File: config.mk
export PLATFORM = sky130hd
export DESIGN_NAME = debug_packet_deframer
export DESIGN_NICKNAME = d
export VERILOG_FILES = /design/src/rtl/dpd_pkg.sv /design/src/rtl/dpd_core.sv /design/src/rtl/dpd_obuf.sv /design/src/rtl/debug_packet_deframer.sv
export SDC_FILE = /design/constraint.sdc
export NUM_CORES = 1
export LEC_CHECK = 0
export BUFFER_PORTS_ARGS = -buffer_cell sky130_fd_sc_hd__clkbuf_2
export CORE_MARGIN = 2
export CORE_UTILIZATION = 24
export DETAILED_ROUTE_END_ITERATION = 12
export PLACE_DENSITY_LB_ADDON = 0.15
export SYNTH_ARGS = -nofsm -noshare
export SYNTH_HDL_FRONTEND = slang
export SYNTH_SLANG_ARGS = --single-unit
File: constraint.sdc
create_clock -name clk_i -period 4.2 [get_ports clk_i]
set_input_delay 0.42 -clock clk_i [delete_from_list [all_inputs] [get_ports clk_i]]
set_output_delay 0.42 -clock clk_i [all_outputs]
set_load 0.05 [all_outputs]
File: src/rtl/dpd_pkg.sv
package dpd_pkg;

  localparam int unsigned MaxPayload = 512;
  localparam int unsigned CntW       = $clog2(MaxPayload + 1);
  localparam int unsigned LenW       = 10;
  localparam int unsigned LenMax     = (1 << LenW) - 1;

  localparam logic [7:0] ChDollar = 8'h24;
  localparam logic [7:0] ChHash   = 8'h23;
  localparam logic [7:0] ChIntr   = 8'h03;
  localparam logic [7:0] ChPlus   = 8'h2b;
  localparam logic [7:0] ChMinus  = 8'h2d;

  typedef enum logic [1:0] {
    PhIdle = 2'd0,
    PhData = 2'd1,
    PhCkHi = 2'd2,
    PhCkLo = 2'd3
  } phase_e;

  typedef enum logic [3:0] {
    EvNone  = 4'd0,
    EvData  = 4'd1,
    EvGood  = 4'd2,
    EvBad   = 4'd3,
    EvAck   = 4'd4,
    EvNack  = 4'd5,
    EvIntr  = 4'd6,
    EvOver  = 4'd7,
    EvAbort = 4'd8
  } event_e;

  typedef struct packed {
    event_e          ev;
    logic [7:0]      payload;
    logic [LenW-1:0] length;
  } result_t;

  typedef struct packed {
    logic       ok;
    logic [3:0] nib;
  } hex_t;

  function automatic hex_t hex_nibble(logic [7:0] c);
    hex_t h;
    h.ok  = 1'b1;
    h.nib = 4'd0;
    if (c >= 8'h30 && c <= 8'h39) begin
      h.nib = c[3:0];
    end else if ((c >= 8'h61 && c <= 8'h66) || (c >= 8'h41 && c <= 8'h46)) begin
      h.nib = 4'(c[2:0] + 3'd1) + 4'd8;
    end else begin
      h.ok = 1'b0;
    end
    return h;
  endfunction

endpackage

File: src/rtl/dpd_core.sv
module dpd_core (
  input  logic              clk_i,
  input  logic              rst_ni,
  input  logic              valid_i,
  input  logic [7:0]        byte_i,
  output dpd_pkg::result_t  res_o
);

  dpd_pkg::phase_e            phase_q, phase_d;
  logic [7:0]                 sum_q, sum_d;
  logic [dpd_pkg::CntW-1:0]   count_q, count_d;
  dpd_pkg::hex_t              hex;
  logic [7:0]                 sum_lo;
  logic [31:0]                count_ext;

  always_comb begin
    hex       = dpd_pkg::hex_nibble(byte_i);
    sum_lo    = sum_q ^ {4'd0, hex.nib};
    count_ext = 32'(count_q);
    phase_d   = phase_q;
    sum_d     = sum_q;
    count_d   = count_q;
    res_o     = '{ev: dpd_pkg::EvNone, payload: 8'd0, length: '0};
    unique case (phase_q)
      dpd_pkg::PhIdle: begin
        if (byte_i == dpd_pkg::ChDollar) begin
          count_d = '0;
          sum_d   = 8'd0;
          phase_d = dpd_pkg::PhData;
        end else if (byte_i == dpd_pkg::ChPlus) begin
          res_o.ev = dpd_pkg::EvAck;
        end else if (byte_i == dpd_pkg::ChMinus) begin
          res_o.ev = dpd_pkg::EvNack;
        end else if (byte_i == dpd_pkg::ChIntr) begin
          res_o.ev = dpd_pkg::EvIntr;
        end
      end
      dpd_pkg::PhData: begin
        if (byte_i == dpd_pkg::ChHash) begin
          phase_d = dpd_pkg::PhCkHi;
        end else if (count_q >= dpd_pkg::CntW'(dpd_pkg::MaxPayload)) begin
          res_o.ev = dpd_pkg::EvOver;
        end else begin
          count_d       = count_q + 1'b1;
          sum_d         = sum_q + byte_i;
          res_o.ev      = dpd_pkg::EvData;
          res_o.payload = byte_i;
        end
      end
      dpd_pkg::PhCkHi: begin
        if (!hex.ok) begin
          phase_d  = dpd_pkg::PhIdle;
          res_o.ev = dpd_pkg::EvAbort;
        end else begin
          sum_d   = sum_q ^ {hex.nib, 4'd0};
          phase_d = dpd_pkg::PhCkLo;
        end
      end
      dpd_pkg::PhCkLo: begin
        phase_d = dpd_pkg::PhIdle;
        if (!hex.ok) begin
          res_o.ev = dpd_pkg::EvAbort;
        end else begin
          sum_d    = sum_lo;
          res_o.ev = (sum_lo == 8'd0) ? dpd_pkg::EvGood : dpd_pkg::EvBad;
          res_o.length = (count_ext > 32'(dpd_pkg::LenMax)) ?
                         dpd_pkg::LenW'(dpd_pkg::LenMax) : count_ext[dpd_pkg::LenW-1:0];
        end
      end
      default: ;
    endcase
  end

  always_ff @(posedge clk_i or negedge rst_ni) begin
    if (!rst_ni) begin
      phase_q <= dpd_pkg::PhIdle;
      sum_q   <= 8'd0;
      count_q <= '0;
    end else if (valid_i) begin
      phase_q <= phase_d;
      sum_q   <= sum_d;
      count_q <= count_d;
    end
  end

  a_count_bound: assert property (@(posedge clk_i) disable iff (!rst_ni)
    count_q <= dpd_pkg::CntW'(dpd_pkg::MaxPayload))
    else $error("payload count above limit");

  a_verdict_phase: assert property (@(posedge clk_i) disable iff (!rst_ni)
    valid_i && (res_o.ev == dpd_pkg::EvGood || res_o.ev == dpd_pkg::EvBad)
    |=> phase_q == dpd_pkg::PhIdle && $past(phase_q) == dpd_pkg::PhCkLo)
    else $error("verdict outside second checksum digit");

  a_abort_idle: assert property (@(posedge clk_i) disable iff (!rst_ni)
    valid_i && res_o.ev == dpd_pkg::EvAbort |=> phase_q == dpd_pkg::PhIdle)
    else $error("abort did not return to idle");

endmodule

File: src/rtl/dpd_obuf.sv
module dpd_obuf (
  input  logic              clk_i,
  input  logic              rst_ni,
  input  logic              push_i,
  input  dpd_pkg::result_t  data_i,
  output logic              ready_o,
  output logic              valid_o,
  input  logic              pop_ready_i,
  output dpd_pkg::result_t  data_o
);

  logic             vld0_q, vld1_q;
  dpd_pkg::result_t slot0_q, slot1_q;
  logic             pop;

  assign pop     = vld0_q && pop_ready_i;
  assign ready_o = !vld1_q;
  assign valid_o = vld0_q;
  assign data_o  = slot0_q;

  always_ff @(posedge clk_i or negedge rst_ni) begin
    if (!rst_ni) begin
      vld0_q <= 1'b0;
      vld1_q <= 1'b0;
    end else if (pop) begin
      vld0_q <= vld1_q || push_i;
      vld1_q <= vld1_q && push_i;
    end else if (push_i) begin
      vld0_q <= 1'b1;
      vld1_q <= vld0_q;
    end
  end

  always_ff @(posedge clk_i) begin
    if (pop) begin
      if (vld1_q) begin
        slot0_q <= slot1_q;
        if (push_i) begin
          slot1_q <= data_i;
        end
      end else if (push_i) begin
        slot0_q <= data_i;
      end
    end else if (push_i) begin
      if (vld0_q) begin
        slot1_q <= data_i;
      end else begin
        slot0_q <= data_i;
      end
    end
  end

  a_order: assert property (@(posedge clk_i) disable iff (!rst_ni)
    vld1_q |-> vld0_q)
    else $error("skid slot holds data ahead of output slot");

  a_no_overflow: assert property (@(posedge clk_i) disable iff (!rst_ni)
    push_i |-> !vld1_q)
    else $error("push into full buffer");

  a_hold: assert property (@(posedge clk_i) disable iff (!rst_ni)
    vld0_q && !pop_ready_i |=> vld0_q && $stable(slot0_q))
    else $error("stalled result changed");

endmodule

File: src/rtl/debug_packet_deframer.sv
// Debugger packet deframer: takes one link byte per transfer and recovers
// '$' payload '#' hh packets, giving exactly one result per byte (payload
// pass-through, good/bad verdict with length, ack/nack/interrupt, overlong
// drop, or abort on a non-hex checksum digit). Each byte is captured in an
// input register, decoded combinationally against the phase, sum and count
// registers, and pushed into a two-entry output buffer, so one byte is taken
// per clock while the result side keeps up; the result is valid once it has
// been written into the output buffer. The input side stalls only when both
// output buffer entries are full.
module debug_packet_deframer (
  input  logic                     clk_i,
  input  logic                     rst_ni,
  input  logic                     in_valid_i,
  output logic                     in_ready_o,
  input  logic [7:0]               rx_byte_i,
  output logic                     out_valid_o,
  input  logic                     out_ready_i,
  output logic [3:0]               event_res_o,
  output logic [7:0]               payload_byte_o,
  output logic [dpd_pkg::LenW-1:0] packet_length_o
);

  logic             in_vld_q;
  logic [7:0]       in_byte_q;
  logic             buf_ready;
  logic             adv;
  dpd_pkg::result_t res;
  dpd_pkg::result_t out_res;

  assign adv        = in_vld_q && buf_ready;
  assign in_ready_o = !in_vld_q || buf_ready;

  always_ff @(posedge clk_i or negedge rst_ni) begin
    if (!rst_ni) begin
      in_vld_q <= 1'b0;
    end else if (in_ready_o) begin
      in_vld_q <= in_valid_i;
    end
  end

  always_ff @(posedge clk_i) begin
    if (in_ready_o && in_valid_i) begin
      in_byte_q <= rx_byte_i;
    end
  end

  dpd_core u_core (
    .clk_i   (clk_i),
    .rst_ni  (rst_ni),
    .valid_i (adv),
    .byte_i  (in_byte_q),
    .res_o   (res)
  );

  dpd_obuf u_obuf (
    .clk_i       (clk_i),
    .rst_ni      (rst_ni),
    .push_i      (adv),
    .data_i      (res),
    .ready_o     (buf_ready),
    .valid_o     (out_valid_o),
    .pop_ready_i (out_ready_i),
    .data_o      (out_res)
  );

  assign event_res_o     = out_res.ev;
  assign payload_byte_o  = out_res.payload;
  assign packet_length_o = out_res.length;

endmodule

# Yosys cells after proc, flatten, opt, wreduce, memory -nomap -nowiden
# Index checks and enable logic that the tools add are counted.
# totals
register_bits,75
latch_bits,0
ramBits,0
romBits,0
output_inout_bits,24
word_cells,111
mem_count,0
# op_classes
addsub,4
n_mul,0
div_mod_pow,0
order_cmp,7
eq_ne,17
n_shift,0
mux,45
bitwise_logic,2
n_reduce_logical,23
# op_table
cell,n
$mux W22,9
$mux W8,7
$mux W10,5
$eq A8 B6 Y1 const B,4
$pmux W8 S4,1
$mux W4,7
$pmux W10 S2,1
$ge A8 B7 Y1 const B,2
$le A8 B7 Y1 const B,2
$pmux W4 S4,1
$ne A2 B1 Y1 const B,6
$mux W11,1
$add A10 B1 Y10 const B,1
$ge A10 B10 Y1 const B,1
$add A8 B8 Y8,1
$eq A8 B2 Y1 const B,1
$ge A8 B6 Y1 const B,1
$le A8 B6 Y1 const B,1
$logic_not A8 Y1,1
$pmux W2 S4,1
$reduce_bool A2 Y1,4
$xor A8 B4 Y8,1
$xor A8 B8 Y8,1
$logic_and A1 B1 Y1,7
other kinds (15),31

# Logic depth before layout (Yosys ltp)
# logic_depth
word_depth,13
mapped_depth,9
depth_no_buf,8

# Cells and area by module
# Synthesis repeated with hierarchy kept, for this count alone.
# hier_totals
hier_cells,329
area_unflattened_um2,4025.1
# by_module_without_submodules
module,instances,cells_each,area_per_inst_um2
dpd_core,1,234,1929.4
dpd_obuf,1,82,1795.5
debug_packet_deframer,1,13,300.3

# Worst setup path after synthesis
# No wires, ideal clock.
# synth_timing
path_type,reg-to-reg
from,register u_obuf.vld1_q
to,register u_obuf.slot0_q (netlist bit u_obuf.data_o[0]) (enable)
setup_ns,0.408
arrival_ns,2.097
t_required_ns,3.792
slack_ns,1.695
stages_incl_launch_ff,5
n_path_buf,1
cell_sequence,dfrtp_1 nor2b_1 clkbuf_1 a21oi_1 a21oi_1
# synth_via
elab_chain_cells,4
word_cells_on_any_way,5
# synth_lines
element,line_no,rtl
"start, declared",dpd_obuf.sv:12,"logic vld0_q, vld1_q;"
"start signal, assigned",dpd_obuf.sv:27,vld1_q <= vld1_q && push_i;
"start signal, assigned",dpd_obuf.sv:30,vld1_q <= vld0_q;
$logic_not A1 Y1,dpd_obuf.sv:17,assign ready_o = !vld1_q;
$logic_and A1 B1 Y1,debug_packet_deframer.sv:30,assign adv = in_vld_q && buf_ready;
$reduce_bool A2 Y1 (no source line),--,
$reduce_and A3 Y1 (no source line) (*),--,
"end signal, assigned",dpd_obuf.sv:37,slot0_q <= slot1_q;
"end signal, assigned",dpd_obuf.sv:42,slot0_q <= data_i;
"end signal, assigned",dpd_obuf.sv:48,slot0_q <= data_i;
"end, declared",dpd_obuf.sv:13,"dpd_pkg::result_t slot0_q, slot1_q;"
# Mark *: on every way between the ends. The rest lies on a longest branch, timed or not.
# A chain may end at the register's enable or synchronous reset.

# Worst setup path in the final report
# layout_timing
from,register in_byte_q[1]
to,"register u_obuf.slot0_q (netlist bit u_obuf.data_o[18]), data pin"
# layout_via
elab_chain_cells,13
word_cells_on_any_way,34
# layout_lines
element,line_no,rtl
"start, declared",debug_packet_deframer.sv:24,logic [7:0] in_byte_q;
"start signal, assigned",debug_packet_deframer.sv:43,in_byte_q <= rx_byte_i;
"parallel branches: the longest is 9 deep, another holds $add A3 B1 Y4",--,
$pmux W4 S4 (*),dpd_core.sv:24,unique case (phase_q)
"$mux W22, on equally long branches","dpd_obuf.sv:45, dpd_obuf.sv:41",
"$mux W22, on equally long branches","dpd_obuf.sv:44, dpd_obuf.sv:36",
$mux W22 (*),dpd_obuf.sv:35,if (pop) begin
# Mark *: on every way between the ends. The select of a mux whose other input is x is not followed.

==> results.txt <==
share of layout cells above drive strength 1 = 21.1%
ANT nets after route = 0
CTS resizes = 0
grt total ovfl = 0
htree depth = 3
synth top area cells = edfxtp_1 40%, dfrtp_1 15%, mux2_2 6.1%
TritonCTS clock tree = done
Req. time, crit path = 4.27 ns
Setup TNS = 0 ns
status = complete, no violations
initial antenna violation count = 0
worst setup margin = 1.51 ns
vias per inst = 4.60
vias = 2762
crit-path cells = ha_1, nor4b_1, a21oi_1, a41oi_1, nand2_1, nor3_1, a31oi_1
Final setup viols = 0
post-synthesis cell count = 342
Mapped Nets = 368
Die Ht = 131 um
Max Transition Viols Final = 0
hold crit path type = in -> async
commonest cells after routing, fill and taps aside = 52 x edfxtp_1, 35 x clkbuf_2, 27 x a21oi_1
DR pass1 iterations = 6
synthesized area per cell = 11.4 um2
period utilization = 64.0%
Crit Path Class = reg -> reg
Max IR drop VDD = 0.210 mV
area leader, netlist = edfxtp_1
Final HPWL DP = 6540 um
CP Max Fanout = 9
Ys Warns = 0
Tmin final = 2.69 ns
dpl ws = 1.51 ns
WP buf/inv = 0
Area growth, synth to finish = 18.3%
area of the mapped netlist = 3880 um2
CTS hold repair buffers = 0
IO Port Bufs = 35
all-layer global routing usage = 11.7%
data arrival time of the worst path = 2.76 ns
NumNets Final = 406
Filler Cells Inserted = 1647
global-route wire length before repair = 15500 um
die area = 17200 um2
routability cong. = 0.844
Fin. Hold Viols = 0
most common cell after layout, fill and taps aside = edfxtp_1
Slew HR = 24.9%
Critical Path End Type = register
Post-CTS Setup Inserts = 0
Top FF cell, synth = edfxtp_1
Setup Skew = 0.00369 ns
Max Cap Viol = 0
area share of the largest cell type after synthesis = 40.2%
worst-case clock buffer depth = 2
Slowest-stage cell, CP = nor4b_1
#FFs+latches synth = 75
Cell Pwr Density = 641 nW/um2
TritonCTS buffer count = 9
Starting Density = 24.5%
Worst path max stage delay = 0.61 ns
root buffer cell = clkbuf_16
Ant. Diodes = 0
Core Region = 15800 um2
clock sinks = 75
synth unique cells = 49
row cnt = 46
Post-Route WL = 9540 um
Top Ports = 36
vias in the first global route = 2793
RSZ-0062 raised after global routing = false
Iteration-0 DRC Markers = 156
LEAKAGE = 1.83 nW
family with the most delay on the worst path = simple AND/OR/NAND/NOR gates
pin count of the biggest net entering global routing = 25
insertion delay to the later sink of the worst-skew pair = 0.34 ns
Post-synth EDFFs = 52
sequential fraction of the synthesis area = 55.0%
Die Wd = 131 um
DRC violations left = 0
asr flop ratio synth = 30.7%
type of origin of the critical path = register
fmax = 0.372 GHz
clk slew on worst S/H paths = 0.06 ns
Routed WL per cell = 15.9 um
Tightest Pin Transition = 1.13 ns
-- Yosys cell counts (10+ instances only) --
master and instances:
o21ai_0 22, nand2_1 24, dfrtp_1 23, nor2_1 16
a21oi_1 28, edfxtp_1 52, inv_1 12, mux2_2 21
ha_1 13, and2_1 18, clkbuf_1 10, nand3_1 13
-- where the power goes --
part	total (mW)	internal, mW	switching (mW)
sequential	1.16	1.03	0.126
clock	0.750	0.452	0.299
combinational	1.04	0.289	0.746
-- cell type report --
type | count | area [um2] | area share [%]
timing repair buffer | 39 | 205 | 4.47
clock inverter | 6 | 57.6 | 1.25
tap | 216 | 270 | 5.89
sequential | 75 | 2140 | 46.5
multi-input combinational | 243 | 1650 | 36.0
inverter | 12 | 45.0 | 0.981
clock buffer | 9 | 225 | 4.90
-- layer usage --
layer	up-vias	share of wire [%]	global-route usage (%)
met4	0	3.0	6.22
met1	1332	47	15.0
li1	1339	-	-
met5	-	0	0
met2	72	46	18.0
met3	19	4.2	3.28
-- kinds of logic after synthesis --
logic type               synth area share [%]
AND/OR/NAND/NOR                          16.2
AO/OA/AOI/OAI                            11.8
flip-flops                               55.0
buffers and inverters                    2.51
multiplexers                             6.09
XOR/XNOR                                 3.61
adder cells (fa/ha/maj)                  4.71
-- final timing paths --
check                              startpoint                end  slack (ns)  cells past startpoint
max                              in_byte_q[1]  u_obuf.data_o[18]        1.51                      7
min                                    rst_ni           in_vld_q         0.1                      1
max reg2reg                      in_byte_q[1]  u_obuf.data_o[18]        1.51                      7
min reg2reg                u_obuf.slot1_q[21]  u_obuf.data_o[21]        0.55                      1
max in group asynchronous              rst_ni    u_core.sum_q[3]        3.68                      1
min in group clk_i               rx_byte_i[7]       in_byte_q[7]        0.25                      1
-- through the flow --
stage          utilization, %  total power, mW  hold WS, ns  cells  area (um2)
2_1_floorplan               -             1.94        0.124    342        3880
3_3_place_gp             27.2             2.22        0.504    585        4310
3_5_place_dp             27.2             2.22        0.490    585        4310
4_1_cts                  29.0             2.99        0.113    600        4590
5_1_grt                  29.0             3.11        0.148    600        4590
6_report                 29.0             2.94       0.0970    600        4590
-- flip-flops by register name (all words and copies together) (netlist names) --
signal and count:
u_core.sum_q 8, in_vld_q 1, u_core.count_q 10, in_byte_q 8, u_core.phase_q 2, u_obuf.vld1_q 1, u_obuf.slot1_q 22, u_obuf.valid_o 1
u_obuf.data_o 22
Note: power is estimated with default switching activity, not from simulation.
